$ cat config.mk
export PLATFORM = sky130hd
export DESIGN_NAME = timed_event_slot_scheduler_unit
export DESIGN_NICKNAME = d
export VERILOG_FILES = /design/src/sv/tess_pkg.sv /design/src/sv/tess_due_mem.sv /design/src/sv/tess_flags.sv /design/src/sv/timed_event_slot_scheduler_unit.sv
export VERILOG_INCLUDE_DIRS = /design/src /design/src/sv
export SDC_FILE = /design/constraint.sdc
export NUM_CORES = 1
export LEC_CHECK = 0
export ABC_AREA = 1
export BUFFER_PORTS_ARGS = -buffer_cell sky130_fd_sc_hd__buf_2
export CORE_MARGIN = 1
export CORE_UTILIZATION = 27
export CTS_CLUSTER_DIAMETER = 80
export CTS_CLUSTER_SIZE = 28
export DETAILED_ROUTE_END_ITERATION = 12
export PLACE_DENSITY = 0.53
export SLEW_MARGIN = 40
export SYNTH_ARGS = -nofsm -noshare
export SYNTH_HDL_FRONTEND = slang
export SYNTH_HIERARCHICAL = 1
export SYNTH_SLANG_ARGS = --single-unit
$ cat constraint.sdc
create_clock -name clk -period 10.9 [get_ports clk]
set_clock_uncertainty 0.2 [all_clocks]
set_input_delay 2.18 -clock clk [delete_from_list [all_inputs] [get_ports clk]]
set_output_delay 2.18 -clock clk [all_outputs]
set_load 0.01 [all_outputs]
$ cat src/sv/timed_event_slot_scheduler_unit_assert.svh
// Assertion macros for the timed event slot scheduler.
// Each macro expects a clock named clk and an active-low reset named rst_n in scope.
`ifndef TIMED_EVENT_SLOT_SCHEDULER_UNIT_ASSERT_SVH
`define TIMED_EVENT_SLOT_SCHEDULER_UNIT_ASSERT_SVH
`ifndef SYNTH
`define TESS_ASSERT_SAME(label, ante, cons) \
  label: assert property (@(posedge clk) disable iff (!rst_n) (ante) |-> (cons)) \
    else $error("scheduler check failed");
`define TESS_ASSERT_NEXT(label, ante, cons) \
  label: assert property (@(posedge clk) disable iff (!rst_n) (ante) |=> (cons)) \
    else $error("scheduler check failed");
`else
`define TESS_ASSERT_SAME(label, ante, cons)
`define TESS_ASSERT_NEXT(label, ante, cons)
`endif
`endif

$ cat src/sv/tess_pkg.sv
`default_nettype none
package tess_pkg;

  // Command codes of the input beat.
  localparam logic [1:0] CMD_ADD    = 2'd0;
  localparam logic [1:0] CMD_CHANGE = 2'd1;
  localparam logic [1:0] CMD_SELECT = 2'd2;
  localparam logic [1:0] CMD_RETIRE = 2'd3;

  // Slot indexes travel at the widest size the table may take.
  localparam int MAX_IDX_W = 8;

  // Update request for the active and current flag vectors.
  typedef struct packed {
    logic                 set_act;  // slot becomes active, not current
    logic                 clr_act;  // slot becomes free
    logic                 clr_cur;  // slot is no longer current
    logic                 sel_cur;  // slot becomes the only current one
    logic [MAX_IDX_W-1:0] idx;
  } tess_flag_op_t;

endpackage
`default_nettype wire

$ cat src/sv/tess_due_mem.sv
`default_nettype none
module tess_due_mem #(
  parameter int DEPTH = 16,
  parameter int WIDTH = 48
) (
  input  wire logic                     clk,
  input  wire logic                     wr_en,
  input  wire logic [$clog2(DEPTH)-1:0] wr_addr,
  input  wire logic [WIDTH-1:0]         wr_data,
  input  wire logic [$clog2(DEPTH)-1:0] rd_addr,
  output logic      [WIDTH-1:0]         rd_data
);

  logic [WIDTH-1:0] mem [DEPTH];

  always_ff @(posedge clk) begin
    if (wr_en) begin
      mem[wr_addr] <= wr_data;
    end
  end

  always_ff @(posedge clk) begin
    rd_data <= mem[rd_addr];
  end

endmodule
`default_nettype wire

$ cat src/sv/tess_flags.sv
`default_nettype none
module tess_flags
  import tess_pkg::*;
#(
  parameter int NUM_SLOTS = 16
) (
  input  wire logic                 clk,
  input  wire logic                 rst_n,
  input  wire tess_flag_op_t        op,
  output logic      [NUM_SLOTS-1:0] act_vec,
  output logic      [NUM_SLOTS-1:0] cur_vec
);

  localparam int SW = $clog2(NUM_SLOTS);

  logic [NUM_SLOTS-1:0] act_r, act_nxt;
  logic [NUM_SLOTS-1:0] cur_r, cur_nxt;
  logic [SW-1:0]        idx;

  assign idx = SW'(op.idx);

  always_comb begin
    act_nxt = act_r;
    cur_nxt = cur_r;
    if (op.set_act) begin
      act_nxt[idx] = 1'b1;
      cur_nxt[idx] = 1'b0;
    end
    if (op.clr_act) begin
      act_nxt[idx] = 1'b0;
    end
    if (op.clr_cur) begin
      cur_nxt[idx] = 1'b0;
    end
    if (op.sel_cur) begin
      cur_nxt      = '0;
      cur_nxt[idx] = 1'b1;
    end
  end

  always_ff @(posedge clk) begin
    if (!rst_n) begin
      act_r <= '0;
      cur_r <= '0;
    end else begin
      act_r <= act_nxt;
      cur_r <= cur_nxt;
    end
  end

  assign act_vec = act_r;
  assign cur_vec = cur_r;

endmodule
`default_nettype wire

$ cat src/sv/timed_event_slot_scheduler_unit.sv
// Change writes its due time from idle; retire reads a valid slot and writes it in ST_RET;
// add walks the active flags up to the lowest free slot, or reports a full table; select
// walks the due-time memory past the single comparator one entry per cycle, then checks the limit.
// One command at a time; the next may be accepted in the cycle its predecessor's result shows.
// The receiver cannot stall. Synchronous active-low reset clears the sequencer and all flags;
// the due-time memory is not cleared.
`default_nettype none
`include "timed_event_slot_scheduler_unit_assert.svh"
module timed_event_slot_scheduler_unit
  import tess_pkg::*;
#(
  parameter int NUM_SLOTS  = 16,
  parameter int TIME_WIDTH = 48
) (
  input  wire logic        clk,
  input  wire logic        rst_n,
  input  wire logic        start,
  output logic             busy,
  input  wire logic [1:0]  in_command,
  input  wire logic [3:0]  in_slot,
  input  wire logic [47:0] in_time_value,
  input  wire logic [31:0] in_repeat_amount,
  output logic             out_valid,
  output logic [3:0]       out_slot_out,
  output logic             out_found,
  output logic [47:0]      out_due_time,
  output logic             out_table_full,
  output logic             out_end_timeslice
);

  localparam int SW   = $clog2(NUM_SLOTS);
  localparam int TW   = TIME_WIDTH;
  // The retire sum must hold a full due time plus a 32-bit repeat without wrapping.
  localparam int SUMW = ((TW > 32) ? TW : 32) + 1;

  localparam logic [SW-1:0] LAST_SLOT = SW'(NUM_SLOTS - 1);
  localparam logic [TW-1:0] TIME_MAX  = '1;

  // Sequencer states.
  localparam logic [2:0] ST_IDLE = 3'd0;  // waiting for a command beat
  localparam logic [2:0] ST_ADD  = 3'd1;  // walking the active flags for a free slot
  localparam logic [2:0] ST_SEL  = 3'd2;  // streaming due times past the comparator
  localparam logic [2:0] ST_SFIN = 3'd3;  // checking the winner against the limit
  localparam logic [2:0] ST_RET  = 3'd4;  // read-modify-write of the retired slot

  logic [2:0]    state_r, state_nxt;
  logic [SW-1:0] idx_r, idx_nxt;
  logic          have_r, have_nxt;
  logic [SW-1:0] best_idx_r, best_idx_nxt;
  logic [TW-1:0] best_due_r, best_due_nxt;
  logic [TW-1:0] tv_r, tv_nxt;
  logic [31:0]   rep_r, rep_nxt;
  logic [SW-1:0] slot_r, slot_nxt;

  logic          out_valid_r, out_valid_nxt;
  logic [3:0]    out_slot_r, out_slot_nxt;
  logic          out_found_r, out_found_nxt;
  logic [47:0]   out_due_r, out_due_nxt;
  logic          out_full_r, out_full_nxt;
  logic          out_end_r, out_end_nxt;

  logic          mem_wr_en;
  logic [SW-1:0] mem_wr_addr;
  logic [TW-1:0] mem_wr_data;
  logic [SW-1:0] mem_rd_addr;
  logic [TW-1:0] mem_rd_data;

  tess_flag_op_t        flag_op;
  logic [NUM_SLOTS-1:0] act_vec;
  logic [NUM_SLOTS-1:0] cur_vec;

  logic          in_slot_ok;
  logic [SW-1:0] in_idx;
  logic [SUMW-1:0] ret_sum;
  logic [TW-1:0]   ret_due;

  // Due times live in a single-port-read memory with a registered read. Only one
  // command is in flight and every write lands on the edge that ends a command, so a read
  // can never meet a write to the same entry: the sequencer itself is the interlock.
  tess_due_mem #(
    .DEPTH (NUM_SLOTS),
    .WIDTH (TW)
  ) u_due_mem (
    .clk     (clk),
    .wr_en   (mem_wr_en),
    .wr_addr (mem_wr_addr),
    .wr_data (mem_wr_data),
    .rd_addr (mem_rd_addr),
    .rd_data (mem_rd_data)
  );

  // Active and current bits sit in flip-flops so that reset clears them at once.
  tess_flags #(
    .NUM_SLOTS (NUM_SLOTS)
  ) u_flags (
    .clk     (clk),
    .rst_n   (rst_n),
    .op      (flag_op),
    .act_vec (act_vec),
    .cur_vec (cur_vec)
  );

  assign busy       = (state_r != ST_IDLE);
  assign in_slot_ok = (32'(in_slot) < NUM_SLOTS);
  assign in_idx     = SW'(in_slot);

  // Retire advances the due time and saturates at the largest representable time.
  assign ret_sum = SUMW'(mem_rd_data) + SUMW'(rep_r);
  assign ret_due = (ret_sum > SUMW'(TIME_MAX)) ? TIME_MAX : TW'(ret_sum);

  always_comb begin
    state_nxt    = state_r;
    idx_nxt      = idx_r;
    have_nxt     = have_r;
    best_idx_nxt = best_idx_r;
    best_due_nxt = best_due_r;
    tv_nxt       = tv_r;
    rep_nxt      = rep_r;
    slot_nxt     = slot_r;

    // Result fields are all zero unless a command fills them in.
    out_valid_nxt = 1'b0;
    out_slot_nxt  = '0;
    out_found_nxt = 1'b0;
    out_due_nxt   = '0;
    out_full_nxt  = 1'b0;
    out_end_nxt   = 1'b0;

    mem_wr_en   = 1'b0;
    mem_wr_addr = '0;
    mem_wr_data = '0;
    mem_rd_addr = '0;
    flag_op     = '0;

    case (state_r)
      ST_IDLE: begin
        if (start) begin
          tv_nxt   = TW'(in_time_value);
          rep_nxt  = in_repeat_amount;
          slot_nxt = in_idx;
          idx_nxt  = '0;
          have_nxt = 1'b0;
          case (in_command)
            CMD_ADD: begin
              state_nxt = ST_ADD;
            end
            CMD_CHANGE: begin
              // Change needs no read: write the new due time and report whether the
              // slot was the one currently running.
              out_valid_nxt = 1'b1;
              if (in_slot_ok) begin
                mem_wr_en   = 1'b1;
                mem_wr_addr = in_idx;
                mem_wr_data = TW'(in_time_value);
                out_end_nxt = cur_vec[in_idx];
              end
            end
            CMD_SELECT: begin
              mem_rd_addr = '0;
              state_nxt   = ST_SEL;
            end
            CMD_RETIRE: begin
              if (in_slot_ok) begin
                mem_rd_addr = in_idx;
                state_nxt   = ST_RET;
              end else begin
                out_valid_nxt = 1'b1;
              end
            end
            default: begin
              state_nxt = ST_IDLE;
            end
          endcase
        end
      end

      ST_ADD: begin
        if (!act_vec[idx_r]) begin
          mem_wr_en       = 1'b1;
          mem_wr_addr     = idx_r;
          mem_wr_data     = tv_r;
          flag_op.set_act = 1'b1;
          flag_op.idx     = MAX_IDX_W'(idx_r);
          out_valid_nxt   = 1'b1;
          out_slot_nxt    = 4'(idx_r);
          out_found_nxt   = 1'b1;
          state_nxt       = ST_IDLE;
        end else if (idx_r == LAST_SLOT) begin
          out_valid_nxt = 1'b1;
          out_full_nxt  = 1'b1;
          state_nxt     = ST_IDLE;
        end else begin
          idx_nxt = idx_r + 1'b1;
        end
      end

      ST_SEL: begin
        // The read data belongs to idx_r; the next entry is requested meanwhile.
        mem_rd_addr = (idx_r == LAST_SLOT) ? '0 : idx_r + 1'b1;
        if (act_vec[idx_r] && (!have_r || (mem_rd_data < best_due_r))) begin
          have_nxt     = 1'b1;
          best_idx_nxt = idx_r;
          best_due_nxt = mem_rd_data;
        end
        if (idx_r == LAST_SLOT) begin
          state_nxt = ST_SFIN;
        end else begin
          idx_nxt = idx_r + 1'b1;
        end
      end

      ST_SFIN: begin
        out_valid_nxt = 1'b1;
        if (have_r && (best_due_r < tv_r)) begin
          flag_op.sel_cur = 1'b1;
          flag_op.idx     = MAX_IDX_W'(best_idx_r);
          out_slot_nxt    = 4'(best_idx_r);
          out_found_nxt   = 1'b1;
          out_due_nxt     = 48'(best_due_r);
        end
        state_nxt = ST_IDLE;
      end

      ST_RET: begin
        flag_op.clr_cur = 1'b1;
        flag_op.idx     = MAX_IDX_W'(slot_r);
        if (rep_r == '0) begin
          flag_op.clr_act = 1'b1;
        end else begin
          mem_wr_en   = 1'b1;
          mem_wr_addr = slot_r;
          mem_wr_data = ret_due;
        end
        out_valid_nxt = 1'b1;
        state_nxt     = ST_IDLE;
      end

      default: begin
        state_nxt = ST_IDLE;
      end
    endcase
  end

  always_ff @(posedge clk) begin
    if (!rst_n) begin
      state_r     <= ST_IDLE;
      out_valid_r <= 1'b0;
      have_r      <= 1'b0;
    end else begin
      state_r     <= state_nxt;
      out_valid_r <= out_valid_nxt;
      have_r      <= have_nxt;
    end
  end

  always_ff @(posedge clk) begin
    idx_r      <= idx_nxt;
    best_idx_r <= best_idx_nxt;
    best_due_r <= best_due_nxt;
    tv_r       <= tv_nxt;
    rep_r      <= rep_nxt;
    slot_r     <= slot_nxt;
    out_slot_r  <= out_slot_nxt;
    out_found_r <= out_found_nxt;
    out_due_r   <= out_due_nxt;
    out_full_r  <= out_full_nxt;
    out_end_r   <= out_end_nxt;
  end

  assign out_valid         = out_valid_r;
  assign out_slot_out      = out_slot_r;
  assign out_found         = out_found_r;
  assign out_due_time      = out_due_r;
  assign out_table_full    = out_full_r;
  assign out_end_timeslice = out_end_r;

  // At most one slot is ever marked current.
  `TESS_ASSERT_SAME(a_cur_onehot0, 1'b1, $onehot0(cur_vec))
  // A current slot is always an active one.
  `TESS_ASSERT_SAME(a_cur_active, 1'b1, (cur_vec & ~act_vec) == '0)
  // Every accepted command either shows its result in the next cycle or keeps the unit busy.
  `TESS_ASSERT_NEXT(a_accept_progress, start && !busy, busy || out_valid)
  // The limit check always ends in a result beat.
  `TESS_ASSERT_NEXT(a_sfin_result, state_r == ST_SFIN, out_valid && !busy)
  // A result beat never reports success and a full table together.
  `TESS_ASSERT_SAME(a_found_full, out_valid, !(out_found && out_table_full))

endmodule
`default_nettype wire

==> results list, run 1 <==
- Drt first-iter violations: between 3000 and 4000
- The later pin in the worst-skew pair is clocked with a latency of around 0.66 ns.
- Post-CTS timing repair inserted 0 buffers for setup.
* Worst path required time: around 11 ns
- STA classifies the critical path startpoint as an input port.
* Worst Hold Class: reg2reg
* Crit path kind: in2reg
- In this run switching power makes up 37.66% of total power.
* Synth warn: 6
- Final ANT Viol Nets: 0
* Net count after synthesis: approximately 5400
- Vias in the first global route: 33390
- The analysis attributes to cell leakage a power of ~23 nW.
* Number of gates resized after CTS: 0
- Crit path capture type: flop
- Using the TritonRoute via totals, the vias-per-cell ratio works out to 4.562.
- The tree is rooted in a sky130_fd_sc_hd__clkbuf_16.
- Total power: roughly 11 mW
- Dpl ws: about 4.7 ns
- Max Transition Viols Final: 0
- Setup TNS: 0 ns
- The number of clock buffers added by TritonCTS is between 40 and 50.
- Family with the most delay on the worst path: buffers and inverters
* Total global-route track usage: ~16%
- The tool flagged a number of max-cap violations equal to 0.
- The final-report hold violation count came to 0.
* Router iterations before antenna repair: 6
* Core region area: between 150000 and 200000 µm²
- Clock-pin slew reported for the worst setup and hold paths after clock tree synthesis: approximately 0.11 ns
- Synthesized instance count: 5229
* Number of nets in the layout: approximately 5500
- For this design, the slowest cell found on the critical path is sky130_fd_sc_hd__buf_4.
- Final Routed Wirelength: roughly 150 mm
- In this run the deepest clock path goes through 3 buffers.
- In the final routed layout, each cell accounts on average for 19.37 µm.
- Summed over all nets, the switching power comes to 4.051 mW.
- The die covers between 150000 and 200000 µm².
- H-tree levels: 2
- Setup repair after global routing left no endpoint under its margin.
* Count of standard-cell rows: approximately 160
- Combinational logic is responsible for around a third of the overall power.
* Worst Path Max Fanout: 110
* Final WS setup: around 5.3 ns
- In the final layout, the share of cells above drive strength 1 is 7.268%.
- Number of top-level pins: 146
* Largest net degree at the start of global routing: roughly 170
* Antenna violations before repair: 1
- Detail Placement HPWL: a little over 90 mm
* Outcome: completed
- Remaining max-slew budget at the tightest pin: 40.98%
* Die Height: between 400 and 500 µm
- Via total after detailed routing: 35230
* Buf+Inv Stages, Crit Path: 6
* Synthesized cell area: roughly 49000 µm²
- CTS hold repair buffers: 0
- The routed design could run at a clock period as short as between 5 and 6 ns.
* Cell-internal power: roughly 6.7 mW
- Peak clock frequency supported by timing: 177.5 MHz
- Final weighted congestion of routability-driven global placement: between 0.9 and 1
- Tightest Pin Transition: a little under 0.9 ns
* Pwr per Cell Area: slightly below 200 nW/µm²
- The layout has between 15000 and 20000 filler cells.
- In the finished design, the share of the clock period the worst path needs comes to 51.69%.
* DRC violation count after routing: 0
- The largest single stage delay on the critical path is 0.66 ns.
- For this run the aggregate overflow at the end of global routing stands at 0.
- The share of total power dissipated in the clock network is between 10% and 20%.
* Crit path cell chain: buf_2 -> inv_1 -> nor3_1 -> a32o_4 -> buf_12 -> buf_4 -> buf_12 -> buf_16 -> nand2_1 -> nand3_1 -> nand3_1 -> nand3_1 -> nand2_1
* Total setup violations reported at the end of the flow: 0
- CP Data Arrival Time: approximately 6.0 ns
- Dividing the synthesized area by the synthesized cell count gives approximately 9.4 µm².
- Growth of design area from synthesis to finish: 10.15%
- In this run the horizontal extent of the chip is about 430 µm.
- The most numerous cell type found on the critical path is sky130_fd_sc_hd__nand3_1.
- Once the floorplan was initialized, standard cells occupied a little over a quarter of the core.
* Clock tree from TritonCTS: yes
- IO Port Bufs: between 100 and 150
* Peak ir drop on the vdd network: roughly 0.11 mV
* CTS sink cnt: between 1000 and 1500
- The first global-routing pass estimated about 220 mm of wire.
* Sequential cell fraction of total power: between 40% and 50%
-- metrics by stage --
step	hold WS, ns	area (µm²)	cells	util, %
6_report	0.2643	54120	7723	29.94
5_1_grt	0.2843	54120	7722	29.94
4_1_cts	0.2633	54040	7719	29.90
3_5_place_dp	0.2448	52630	7634	29.12
3_3_place_gp	0.2411	52240	7599	28.90
2_1_floorplan	0.2231	49130	5229	-
-- state kept, by name (all words and copies together) (netlist names), 3 cells and up --
register,count
out_slot_out,4
u_flags/cur_vec,16
u_due_mem/mem,768
u_flags/act_vec,16
state_r,3
slot_r,4
best_due_r,48
rep_r,32
idx_r,4
best_idx_r,4
out_due_time,48
tv_r,48
u_due_mem/rd_data,48
-- power by group through the flow --
stage | logic, mW | clock network, mW | registers, mW
2_1_floorplan | 2.35 | 0 | 5.09
3_3_place_gp | 3.31 | 0 | 5.31
3_5_place_dp | 3.38 | 0 | 5.30
4_1_cts | 3.39 | 2.19 | 5.21
5_1_grt | 3.79 | 2.30 | 5.23
6_report | 3.41 | 2.14 | 5.21
-- cell usage in the layout, fill, tap and decap left out, types with 23 or more instances in the layout --
cell type / instances
sky130_fd_sc_hd__nand2_1: 1662
sky130_fd_sc_hd__inv_1: 931
sky130_fd_sc_hd__dfxtp_1: 140
sky130_fd_sc_hd__clkbuf_1: 26
sky130_fd_sc_hd__buf_2: 164
sky130_fd_sc_hd__o21ai_0: 65
sky130_fd_sc_hd__o211ai_1: 23
sky130_fd_sc_hd__clkbuf_16: 47
sky130_fd_sc_hd__edfxtp_1: 908
sky130_fd_sc_hd__nor2_1: 196
sky130_fd_sc_hd__nand3_1: 692
sky130_fd_sc_hd__nand2_2: 31
sky130_fd_sc_hd__ha_1: 128
sky130_fd_sc_hd__a21oi_1: 83
sky130_fd_sc_hd__nor2_4: 23
sky130_fd_sc_hd__buf_4: 47
-- layer usage --
layer | routed length [µm] | global-route usage [%]
met2 | 72250 | 27.27
met5 | 0 | 0
met1 | 64890 | 20.88
met3 | 7112 | 1.258
met4 | 5340 | 5.429
-- cell type report --
class	instances	area (µm²)	share of cell area (%)
flip-flops and latches	1048	30070	55.56
multi-input cells	3036	14490	26.78
repair buffers	233	1595	2.948
well taps	2370	2965	5.479
clock inverters	12	135.1	0.2497
diodes	1	2.502	0.004624
inverters	950	3588	6.630
clock buffers	73	1274	2.353
-- worst register-to-register path: cells and delay by family (launching register included) --
| kind | cells | cell delay, ns |
|---|---|---|
| DFF | 1 | 0.64 |
| and+or+nand+nor | 8 | 2.01 |
| buffers and inverters | 5 | 1.93 |
| AOI/OAI and AO/OA | 2 | 0.27 |
-- worst paths after layout --
check,slack [ns],endpoint,cells past startpoint,startpoint
worst max-delay path,5.27,u_due_mem/rd_data[2],13,in_command[1]
worst min-delay path,0.26,u_flags/cur_vec[12],2,u_flags/cur_vec[12]
worst max register to register,5.44,u_due_mem/mem[2][31],15,idx_r[0]
worst min register to register,0.26,u_flags/cur_vec[12],2,u_flags/cur_vec[12]
No activity file was read; power rests on OpenSTA's default activity.
==> inputs of run 2 (changes only) <==
Settings changed: ABC_AREA 1 to 0.
Clock period 10.9 ns to 5.51 ns, I/O delays scaled along.
==> run 2 against run 1 <==
  * Power increased by 59%
  * First-iteration DRC count decreased by 30%
  * Routed wire length decreased by 19%
  * Sequential power increased by 83%
  * Final cell count decreased by 37%
  * Cell area decreased by 9.4%
  * Combinational power decreased by 8.8%
  * Register-to-register slack got worse by 4.6 ns
  * Critical path depth unchanged
  * Highest routed layer is now met5
  * Sequential share of layout area increased by 5.8 points
  * Die area decreased by 12%
==> results list, run 2 <==
* Outcome: completed
- Of the available clock period, the critical path in the final layout requires between 80% and 90%.
- Unrepaired setup endpoints after global routing: false
- The die covers 162500 µm².
- The worst setup path is of the reg2reg kind.
- Clock-pin slew was measured on the worst setup and hold paths at between 0.1 and 0.15 ns.
* Die Height: ~400 µm
* Min Clock Period, post-route: around 4.7 ns
* LEAKAGE: 16.43 nW
* Max FFs per register: approximately 770
* Fraction of layout instances using a drive strength above 1: 20.86%
- Synthesized cell area: 43440 µm²
- For met1 alone, demand over resource in global routing was between 15 and 20%.
- For this run, the detailed router's first-pass iteration total came to 5.
* Width of the die: ~400 µm
- Overflow left after global routing: 0
- Input and output buffers added on the ports amount to about 150.
- Vias in the first global route: approximately 24000
- Headroom to the max-slew limit came out at between 40% and 50%.
- From synthesis to final layout, the design area changed by 12.87%.
- Dividing the synthesized area by the synthesized cell count gives 17.03 µm².
* CTS sink cnt: 1048
- For this run, design rule violations remaining after detail routing come to 0.
* Core occupancy in the finished layout: between 30 and 40%
* Cts bufs inserted: 49
- Dpl ws: about 0.8 ns
- Core region area: between 150000 and 200000 µm²
* Worst Hold Class: reg2reg
- Post-CTS repair changed the size of 0 cells.
- CTS built an H-tree with a depth of 2.
- Crit start category: flop
- Detail Placement HPWL: roughly 76 mm
* Clock tree from TritonCTS: yes
- Effective utilization at floorplan: between 20% and 30%
- Number of nets in the layout: a little under 3000
- The top cell types in the final layout, fill and taps aside, are sky130_fd_sc_hd__edfxtp_1, sky130_fd_sc_hd__mux4_2, sky130_fd_sc_hd__buf_2, sky130_fd_sc_hd__dfxtp_1, sky130_fd_sc_hd__a21oi_1.
- CTS hold repair buffers: 0
- Entering global routing, the biggest net connects slightly below 70 pins.
* Met3 track demand over resource: around 2.8%
* Max Transition Viols Final: 0
- Counting the fill cells in the layout gives 15530.
* Setup TNS: 0 ns
- Across the VDD grid, the largest voltage drop is around 0.25 mV.
- Final ANT Viol Nets: 0
- Total power: between 15 and 20 mW
* CP Data Arrival Time: 5.03 ns
* Grt peak-use layer: met2
- Pwr per Cell Area: ~350 nW/µm²
- Library cell used as clock root buffer: sky130_fd_sc_hd__clkbuf_16
- Antenna violations before repair: 11
- Final Routed Wirelength: 120.9 mm
- Final WS setup: between 0.8 and 0.9 ns
- Across all layers, the routed design uses between 20000 and 25000 vias.
- In this run, the number of DRC markers left after iteration 0 of detailed routing was 2173.
- Register name with the most flops: u_due_mem/mem
- The worst setup path is captured at a flop.
* Wire length of the first global-routing pass: about 170 mm
* Skew-Pair Late Insertion Delay: approximately 0.67 ns
- For the pin with the worst max-slew slack, the measured transition is 0.8638 ns.
- Yosys printed 6 warnings.
* Final weighted congestion of routability-driven global placement: 0.8590
- Total setup violations reported at the end of the flow: 0
* CTS Buffer Depth: 3
* Synthesized instance count: about 2600
- # Post-CTS Setup Buffers: 0
- The final-report hold violation count came to 0.
* Worst path required time: slightly below 6 ns
- Number of maximum-capacitance constraint violations: 0
- For this run, the top clock speed supported by timing is 214.7 MHz.
- Count of standard-cell rows: 146
- Of all nets on the critical path, the largest fanout is 22.
* Vias per cell: 4.830
* Routed wire length per instance: approximately 25 µm
- Most common library cell in the layout ignoring fill and taps: sky130_fd_sc_hd__edfxtp_1
- Hold is met by about 0.30 ns.
- When the netlist entered floorplanning its net count stood at roughly 2800.
- Total global-route track usage: between 10 and 15%
* Met2 Use GR: ~24%
* Number of top-level pins: approximately 150
-- run 2: cell types whose count changed in the layout (fill, tap and decap cells not counted), moves of 37 or more --
cell | previous run | this run
sky130_fd_sc_hd__nand2_1 | 1662 | 110
sky130_fd_sc_hd__inv_1 | 931 | 117
sky130_fd_sc_hd__nand3_1 | 692 | 20
sky130_fd_sc_hd__mux4_2 | 0 | 202
sky130_fd_sc_hd__nor2_1 | 196 | 42
sky130_fd_sc_hd__a22oi_1 | 0 | 109
sky130_fd_sc_hd__a21o_1 | 2 | 63
sky130_fd_sc_hd__a21oi_1 | 83 | 139
sky130_fd_sc_hd__and2_1 | 1 | 55
sky130_fd_sc_hd__a221o_1 | 0 | 37
-- run 2: power by group --
part	total, mW	internal (mW)	leakage, nW	switching [mW]
sequential	9.55	9.25	9.45	0.301
combinational	3.11	1.18	6.22	1.93
clock	4.41	1.81	0.754	2.60
-- run 2: cell type report --
class	count	area (µm²)	area share, %
Clock buffer	71	1351	2.756
Clock inverter	19	221.5	0.4517
Timing Repair Buffer	221	1718	3.504
Tap cell	2146	2685	5.476
Sequential cell	1048	30070	61.33
Multi-Input combinational cell	1261	12540	25.58
Inverter	117	439.2	0.8957
Antenna cell	1	2.502	0.005104
-- run 2: worst max-delay path, cell delays in order (launching register included) --
cell and delay [ns]:
sky130_fd_sc_hd__edfxtp_1 0.42, sky130_fd_sc_hd__ha_1 0.33, sky130_fd_sc_hd__a21o_1 0.17, sky130_fd_sc_hd__a21o_1 0.17
sky130_fd_sc_hd__a21oi_1 0.17, sky130_fd_sc_hd__o22ai_1 0.11, sky130_fd_sc_hd__a211oi_1 0.40, sky130_fd_sc_hd__o221ai_1 0.20
sky130_fd_sc_hd__a31oi_1 0.45, sky130_fd_sc_hd__o221a_4 0.44, sky130_fd_sc_hd__a221o_1 0.67, sky130_fd_sc_hd__nor4b_2 0.46
sky130_fd_sc_hd__a21oi_1 0.12, sky130_fd_sc_hd__a211oi_1 0.24
-- run 2: metrics by stage --
| step | cell area (µm²) | cells |
|---|---|---|
| finish | 49030 | 4884 |
| global route | 49030 | 4883 |
| CTS | 49030 | 4883 |
| detailed placement | 47450 | 4793 |
| global placement | 47320 | 4786 |
| floorplan | 43460 | 2550 |
-- run 2: path summary, 6_finish.rpt --
path | start | endpoint | slack [ns] | depth (start not counted)
max reg2reg | best_due_r[25] | u_flags/act_vec[8] | 0.85 | 13
max | best_due_r[25] | u_flags/act_vec[8] | 0.85 | 13
min reg2reg | u_due_mem/rd_data[14] | best_due_r[14] | 0.30 | 0
min | u_due_mem/rd_data[14] | best_due_r[14] | 0.30 | 0
-- run 2: routing by layer --
metal	routed length, µm	vias to the layer above
met4	2513	14
li1	-	10460
met1	52900	12340
met5	80	-
met2	57680	649
met3	7729	130
